`config.mk`:
```
export PLATFORM = sky130hd
export DESIGN_NAME = shbs_round
export DESIGN_NICKNAME = d
export VERILOG_FILES = /design/src/hdl/shbs_pkg.sv /design/src/hdl/shbs_round.sv
export SDC_FILE = /design/constraint.sdc
export NUM_CORES = 2
export LEC_CHECK = 0
export BUFFER_PORTS_ARGS = -buffer_cell sky130_fd_sc_hd__buf_2
export CORE_AREA = 2 2 398 400
export CTS_CLUSTER_SIZE = 25
export DETAILED_ROUTE_END_ITERATION = 10
export DIE_AREA = 0 0 400 402
export HOLD_SLACK_MARGIN = 0.08
export PLACE_DENSITY = 0.53
export SLEW_MARGIN = 20
export SYNTH_ARGS = -nofsm -noshare
export SYNTH_HDL_FRONTEND = slang
export SYNTH_SLANG_ARGS = --single-unit
```
`constraint.sdc`:
```
create_clock -name clk -period 16.7 [get_ports clk]
set_input_delay 1.67 -clock clk [delete_from_list [all_inputs] [get_ports clk]]
set_output_delay 1.67 -clock clk [all_outputs]
set_load 0.005 [all_outputs]
```
`src/hdl/shbs_pkg.sv`:
```
package shbs_pkg;

	typedef struct packed {
		logic [7:0] msg_byte;
		logic       has_byte;
		logic       end_of_msg;
	} in_item_t;

	typedef struct packed {
		logic [31:0] digest_word;
		logic [2:0]  word_index;
		logic        last_word;
	} out_item_t;

	typedef enum logic [2:0] {
		ST_IDLE,
		ST_PAD,
		ST_RUN,
		ST_FOLD,
		ST_EMIT
	} state_t;

	// Control from the sequencer to the round unit.
	typedef struct packed {
		logic       load;
		logic       step;
		logic [5:0] rnd;
	} rnd_ctl_t;

	localparam logic [31:0] IV [8] = '{
		32'h6a09e667, 32'hbb67ae85, 32'h3c6ef372, 32'ha54ff53a,
		32'h510e527f, 32'h9b05688c, 32'h1f83d9ab, 32'h5be0cd19
	};

	localparam logic [31:0] RK [64] = '{
		32'h428a2f98, 32'h71374491, 32'hb5c0fbcf, 32'he9b5dba5,
		32'h3956c25b, 32'h59f111f1, 32'h923f82a4, 32'hab1c5ed5,
		32'hd807aa98, 32'h12835b01, 32'h243185be, 32'h550c7dc3,
		32'h72be5d74, 32'h80deb1fe, 32'h9bdc06a7, 32'hc19bf174,
		32'he49b69c1, 32'hefbe4786, 32'h0fc19dc6, 32'h240ca1cc,
		32'h2de92c6f, 32'h4a7484aa, 32'h5cb0a9dc, 32'h76f988da,
		32'h983e5152, 32'ha831c66d, 32'hb00327c8, 32'hbf597fc7,
		32'hc6e00bf3, 32'hd5a79147, 32'h06ca6351, 32'h14292967,
		32'h27b70a85, 32'h2e1b2138, 32'h4d2c6dfc, 32'h53380d13,
		32'h650a7354, 32'h766a0abb, 32'h81c2c92e, 32'h92722c85,
		32'ha2bfe8a1, 32'ha81a664b, 32'hc24b8b70, 32'hc76c51a3,
		32'hd192e819, 32'hd6990624, 32'hf40e3585, 32'h106aa070,
		32'h19a4c116, 32'h1e376c08, 32'h2748774c, 32'h34b0bcb5,
		32'h391c0cb3, 32'h4ed8aa4a, 32'h5b9cca4f, 32'h682e6ff3,
		32'h748f82ee, 32'h78a5636f, 32'h84c87814, 32'h8cc70208,
		32'h90befffa, 32'ha4506ceb, 32'hbef9a3f7, 32'hc67178f2
	};

	localparam logic [7:0] PAD_BYTE = 8'h80;

endpackage

```
`src/hdl/shbs_round.sv`:
```
module shbs_round
	import shbs_pkg::*;
(
	input  logic          clk,
	input  rnd_ctl_t      ctl,
	input  logic [31:0]   blk [16],
	input  logic [31:0]   chain [8],
	output logic [31:0]   work [8]
);

	logic [31:0] w_q [16];
	logic [31:0] v_q [8];
	logic [31:0] wt, wn, x1, x14, s0, s1, t1, t2, e1, e0, ch, mj;

	function automatic logic [31:0] rotr(input logic [31:0] x, input int n);
		rotr = (x >> n) | (x << (32 - n));
	endfunction

	// Message schedule runs in a 16-word window: w_q[0] is the current word and
	// wn is the schedule word sixteen rounds ahead.
	always_comb begin
		x1  = w_q[1];
		x14 = w_q[14];
		s0  = rotr(x1, 7) ^ rotr(x1, 18) ^ (x1 >> 3);
		s1  = rotr(x14, 17) ^ rotr(x14, 19) ^ (x14 >> 10);
		wt  = w_q[0];
		wn  = w_q[0] + s0 + w_q[9] + s1;
		e1  = rotr(v_q[4], 6) ^ rotr(v_q[4], 11) ^ rotr(v_q[4], 25);
		ch  = (v_q[4] & v_q[5]) ^ (~v_q[4] & v_q[6]);
		e0  = rotr(v_q[0], 2) ^ rotr(v_q[0], 13) ^ rotr(v_q[0], 22);
		mj  = (v_q[0] & v_q[1]) ^ (v_q[0] & v_q[2]) ^ (v_q[1] & v_q[2]);
		t1  = v_q[7] + e1 + ch + RK[ctl.rnd] + wt;
		t2  = e0 + mj;
	end

	// With ctl.step high, one round per cycle; the window rotates so the next word sits at index 0.
	always_ff @(posedge clk) begin
		if (ctl.load) begin
			w_q <= blk;
			v_q <= chain;
		end else if (ctl.step) begin
			for (int i = 0; i < 15; i++) w_q[i] <= w_q[i+1];
			w_q[15] <= wn;
			v_q[7] <= v_q[6];
			v_q[6] <= v_q[5];
			v_q[5] <= v_q[4];
			v_q[4] <= v_q[3] + t1;
			v_q[3] <= v_q[2];
			v_q[2] <= v_q[1];
			v_q[1] <= v_q[0];
			v_q[0] <= t1 + t2;
		end
	end

	assign work = v_q;

endmodule

```
Word level (Yosys, flattened, before mapping):

Memories as Yosys holds them, arrays and structs flattened.
Index checks and enable logic that the tools add are counted.

* register bits: 768
* ROM bits: 2048
* input bits: 777
* output and inout port bits: 256
* logic and storage cells: 71
* memories: 1

* $add $sub $neg: 10
* order comparisons: 1
* multiplexer cells: 6
* bitwise logic cells: 28
* reductions and logical operators: 1

Memories
* (name not given): depth 64, width 32, read ports 1, clocked after memory_dff 0, wr ports 0, RTL line shbs_round.sv:32 `t1 = v_q[7] + e1 + ch + RK[ctl.rnd] + wt;`

Operator list (count)
* 512-bit two-way mux: 2
* 256-bit two-way mux: 2
* 32-bit adder: 10
* 32-bit XOR: 9
* 32-bit AND: 5
* 32-bit two-way mux: 2
* 32-bit NOT: 1
* 10-bit by 32-bit OR with 32-bit output: 1
* 13-bit by 32-bit OR with 32-bit output: 1
* 14-bit by 32-bit OR with 32-bit output: 1
* 15-bit by 32-bit OR with 32-bit output: 1
* 19-bit by 32-bit OR with 32-bit output: 1
* 21-bit by 32-bit OR with 32-bit output: 1
* 25-bit by 32-bit OR with 32-bit output: 1
* 26-bit by 32-bit OR with 32-bit output: 1
* 30-bit by 32-bit OR with 32-bit output: 1
* 7-bit by 32-bit OR with 32-bit output: 1
* 32-bit by 22-bit XOR with 32-bit output: 1
* 32-bit by 29-bit XOR with 32-bit output: 1
* 7-bit >= comparator (second input constant): 1
* 6-bit NOT with 7-bit output: 1
* 2-bit nonzero test: 1

Depth between registers and ports, before layout:

* depth after elaboration: 10
* gate-level depth with buffers: 38
* gate-level depth less buffers: 36

Worst setup path before layout:

Ideal clock, no wire load.

* kind: input -> register
* from: input port ctl[7] in the netlist's numbering
* to: register w_q[0] in the netlist's numbering, enable pin
* arrival time: 11.658 ns
* required time: 15.877 ns
* slack: 4.219 ns
* stages: 4
* path buffers: 3
* cell sequence: clkbuf_1 > clkbuf_1 > clkbuf_1 > or2_2

* word-level cells in the longest chain between the ends: 1

Ends and longest elaborated chain
* start: declaration: RTL line shbs_round.sv:5 `input rnd_ctl_t ctl,`
* 2-bit nonzero test (no source line)
* end signal: assignment: RTL line shbs_round.sv:39 `w_q <= blk;`
* end: declaration: RTL line shbs_round.sv:11 `logic [31:0] w_q [16];`

Every way passes these cells.
A chain may end at the register's enable or synchronous reset.

Final worst setup path:

* from: input port ctl[3] in the netlist's numbering
* to: register v_q (netlist bit work[253]) (data pin)

* word-level cells in the longest chain between the ends: 9

Ends and longest elaborated chain
* 6-bit NOT with 7-bit output (implied by the code): RTL line shbs_round.sv:32
* memory 64 x 32 bit
* 32-bit two-way mux (implied by the code) (2 in a row): RTL line shbs_round.sv:32
* 32-bit adder (2 in a row): RTL line shbs_round.sv:32
* 32-bit adder: RTL line shbs_round.sv:51 `v_q[0] <= t1 + t2;`
* 256-bit two-way mux: RTL line shbs_round.sv:41 `end else if (ctl.step) begin`
* 256-bit two-way mux: RTL line shbs_round.sv:38 `if (ctl.load) begin`
* end signal: assignment: RTL line shbs_round.sv:40 `v_q <= chain;`
* end: declaration: RTL line shbs_round.sv:12 `logic [31:0] v_q [8];`

Every way passes these cells. The select of a mux whose other input is x is not followed.

==> flow_metrics.tcl <==
set metrics [dict create \
    fin_crit_sh_pct 60.0 \
    crit_type "input port to flip-flop" \
    first_pass_iters 5 \
    die_w_um 400 \
    grt_pass1_wl_mm 286 \
    seq_area_frac_synth_pct 47.4 \
    synthArstFlopShare_pct 0 \
    synth.top_cells.by_count "edfxtp_1 (768), mux2_2 (684), inv_1 (421)" \
    die_area_mm2 0.161 \
    synth.top_cells.by_area "edfxtp_1 (47%), mux2_2 (16%), fa_1 (7.7%)" \
    num_vias 36150 \
    timing.fmax_mhz 99.8 \
    ys_seq_elements 768 \
    tightest_slew_ns 1.10 \
    core_area_mm2 0.157 \
    cts_tree "yes" \
    drt_first_iter_violations 3196 \
    holdWs_ns 0.482 \
    gp_congestion 0.961 \
    endpoint_kind "flip-flop" \
    area_delta_synth_final_pct 21.9 \
    worst_path_max_delay_cell "o311ai_0" \
    final_nets 6070 \
    crit_path_start_kind "input port" \
    synth.avg_cell_area_um2 12.2 \
    clock-root-buffer "clkbuf_16" \
    boundaryPins 1033 \
    wl_per_cell_um 29.9 \
    holdBufCountCts 0 \
    ys_types 72 \
    synth_most_common_cell "edfxtp_1" \
    rsz0062_at_grt "false" \
    critical-path-max-stage-delay_ns 0.68 \
    syn_nets 5083 \
    synth_area_leader_cell "edfxtp_1" \
    cts_sinks 768 \
    netlist.area_leader.share_pct 47.4 \
    cp.required_ns 17.16 \
    synth-edff-count 768 \
    synthCells 3977 \
    finalSetupViolations 0 \
    maxCapViolCount 0 \
    cts_buffers 94 \
    drc_errors 0 \
    postCtsSetupBuffers 0 \
    finalCriticalPeriod_ns 10.02 \
    overflow 0 \
    grt_max_degree 166 \
    syn-cell-area_mm2 0.0487 \
    cts.clk_slew.worst_paths_ns 0.06 \
    std_cell_rows 146 \
    initial_utilization_pct 31.0 \
    slew_headroom_pct 26.8 \
    ctsResizeCount 0 \
    final-hold-violation-count 0 \
    dp_hpwl_mm 173 \
    status "completed" \
    ys.warnings.count 0 \
    drt_wl_total_mm 213 \
    grt_antenna_before_repair 89 \
    grt_usage_pct 25.6 \
    drive_gt1_share_pct 38.2 \
    slew_violations 0 \
    cts_max_level 3 \
    cp_data_arrival_time_ns 10.49 \
    synthFlopType "edfxtp_1" \
    fin_worst_skew_ns 0.0879 \
    chipHeight_um 402 \
    clk_path_buf_depth 3 \
    ant_nets 0 \
    vias_per_cell 5.06 \
    grt_pass1_vias 34992 \
    tns_ns 0 \
    hp-class "flip-flop to flip-flop" \
    path_max_fanout 51 \
    io_buffers 1032 \
    insertion_delay_ns 0.75 \
]
## cell usage in the layout, fill, tap and decap left out, types with 37 or more instances in the layout
master / netlist / routed
nand2_1: 237 / 237
mux2_2: 684 / 684
inv_1: 421 / 419
buf_2: 0 / 1030
nand3_1: 37 / 37
fa_1: 187 / 187
xnor2_1: 200 / 200
clkbuf_16: 0 / 94
ha_1: 142 / 142
buf_4: 0 / 55
a21oi_1: 141 / 141
a21o_1: 94 / 94
nor2_1: 108 / 108
o21ai_0: 232 / 232
edfxtp_1: 768 / 768
xor2_1: 158 / 158
## path summary, 6_finish.rpt
| path | from | slack [ns] | end | cells past startpoint |
|---|---|---|---|---|
| worst min register to register | w_q[168]$_DFFE_PP_ | 0.48 | w_q[200]$_DFFE_PP_ | 1 |
| worst max register to register | work[123]$_DFFE_PP_ | 8.02 | work[253]$_DFFE_PP_ | 32 |
| worst min-delay path | w_q[168]$_DFFE_PP_ | 0.48 | w_q[200]$_DFFE_PP_ | 1 |
| worst max-delay path | ctl[3] | 6.68 | work[253]$_DFFE_PP_ | 34 |
## registers in the layout (all words and copies together) (netlist names)
| signal | count |
|---|---|
| wt | 32 |
| x14 | 32 |
| x1 | 32 |
| w_q | 416 |
| work | 256 |
## layer usage
metal  share of wire [%]  wire length [um]  track usage, %  vias to the layer above
met3                 7.5             15900            5.25                      290
met1                  45             95000            36.3                    18076
met4                 2.9              6090            6.77                       46
li1                    -                 -               -                    16227
met5                0.15               314               0                        -
met2                  45             95800            39.6                     1511
## final cells by class
class | count | area (um2)
antenna | 27 | 67.6
clock buffer | 115 | 2430
clock inverter | 57 | 682
fill | 15711 | 97800
inverter | 422 | 1580
multi-input combinational | 2591 | 23300
sequential | 768 | 23100
tap | 2072 | 2590
timing repair buffer | 1087 | 5600
## kinds of logic after synthesis
logic type	share of synthesized area, %
AOI/OAI and AO/OA	9.14
xor gates and xnor gates	6.54
adders and majority gates	11.4
buffers and inverters	4.77
DFF	47.4
muxes	16.3
and+or+nand+nor	4.45
## stage by stage
stage / util, % / instances / instance area, um2 / worst slack (ns)
after floorplan: - / 3977 / 48700 / 4.22
after global placement: 35.7 / 6940 / 56100 / 6.10
after detailed placement: 35.7 / 6940 / 56100 / 6.16
after CTS: 37.7 / 7112 / 59200 / 6.94
after global routing: 37.7 / 7126 / 59300 / 6.19
final: 37.7 / 7139 / 59300 / 6.68
## critical path, delay by kind of cell
kind,cells,cell delay [ns]
buf+inv,6,1.28
fa+ha+maj,4,1.67
compound gates,14,3.76
simple gates,8,1.56
xor+xnor,2,0.44
Power is left out: the tool's default activity adds up to more than one toggle a clock period on the data nets, which glitch-free logic cannot reach.
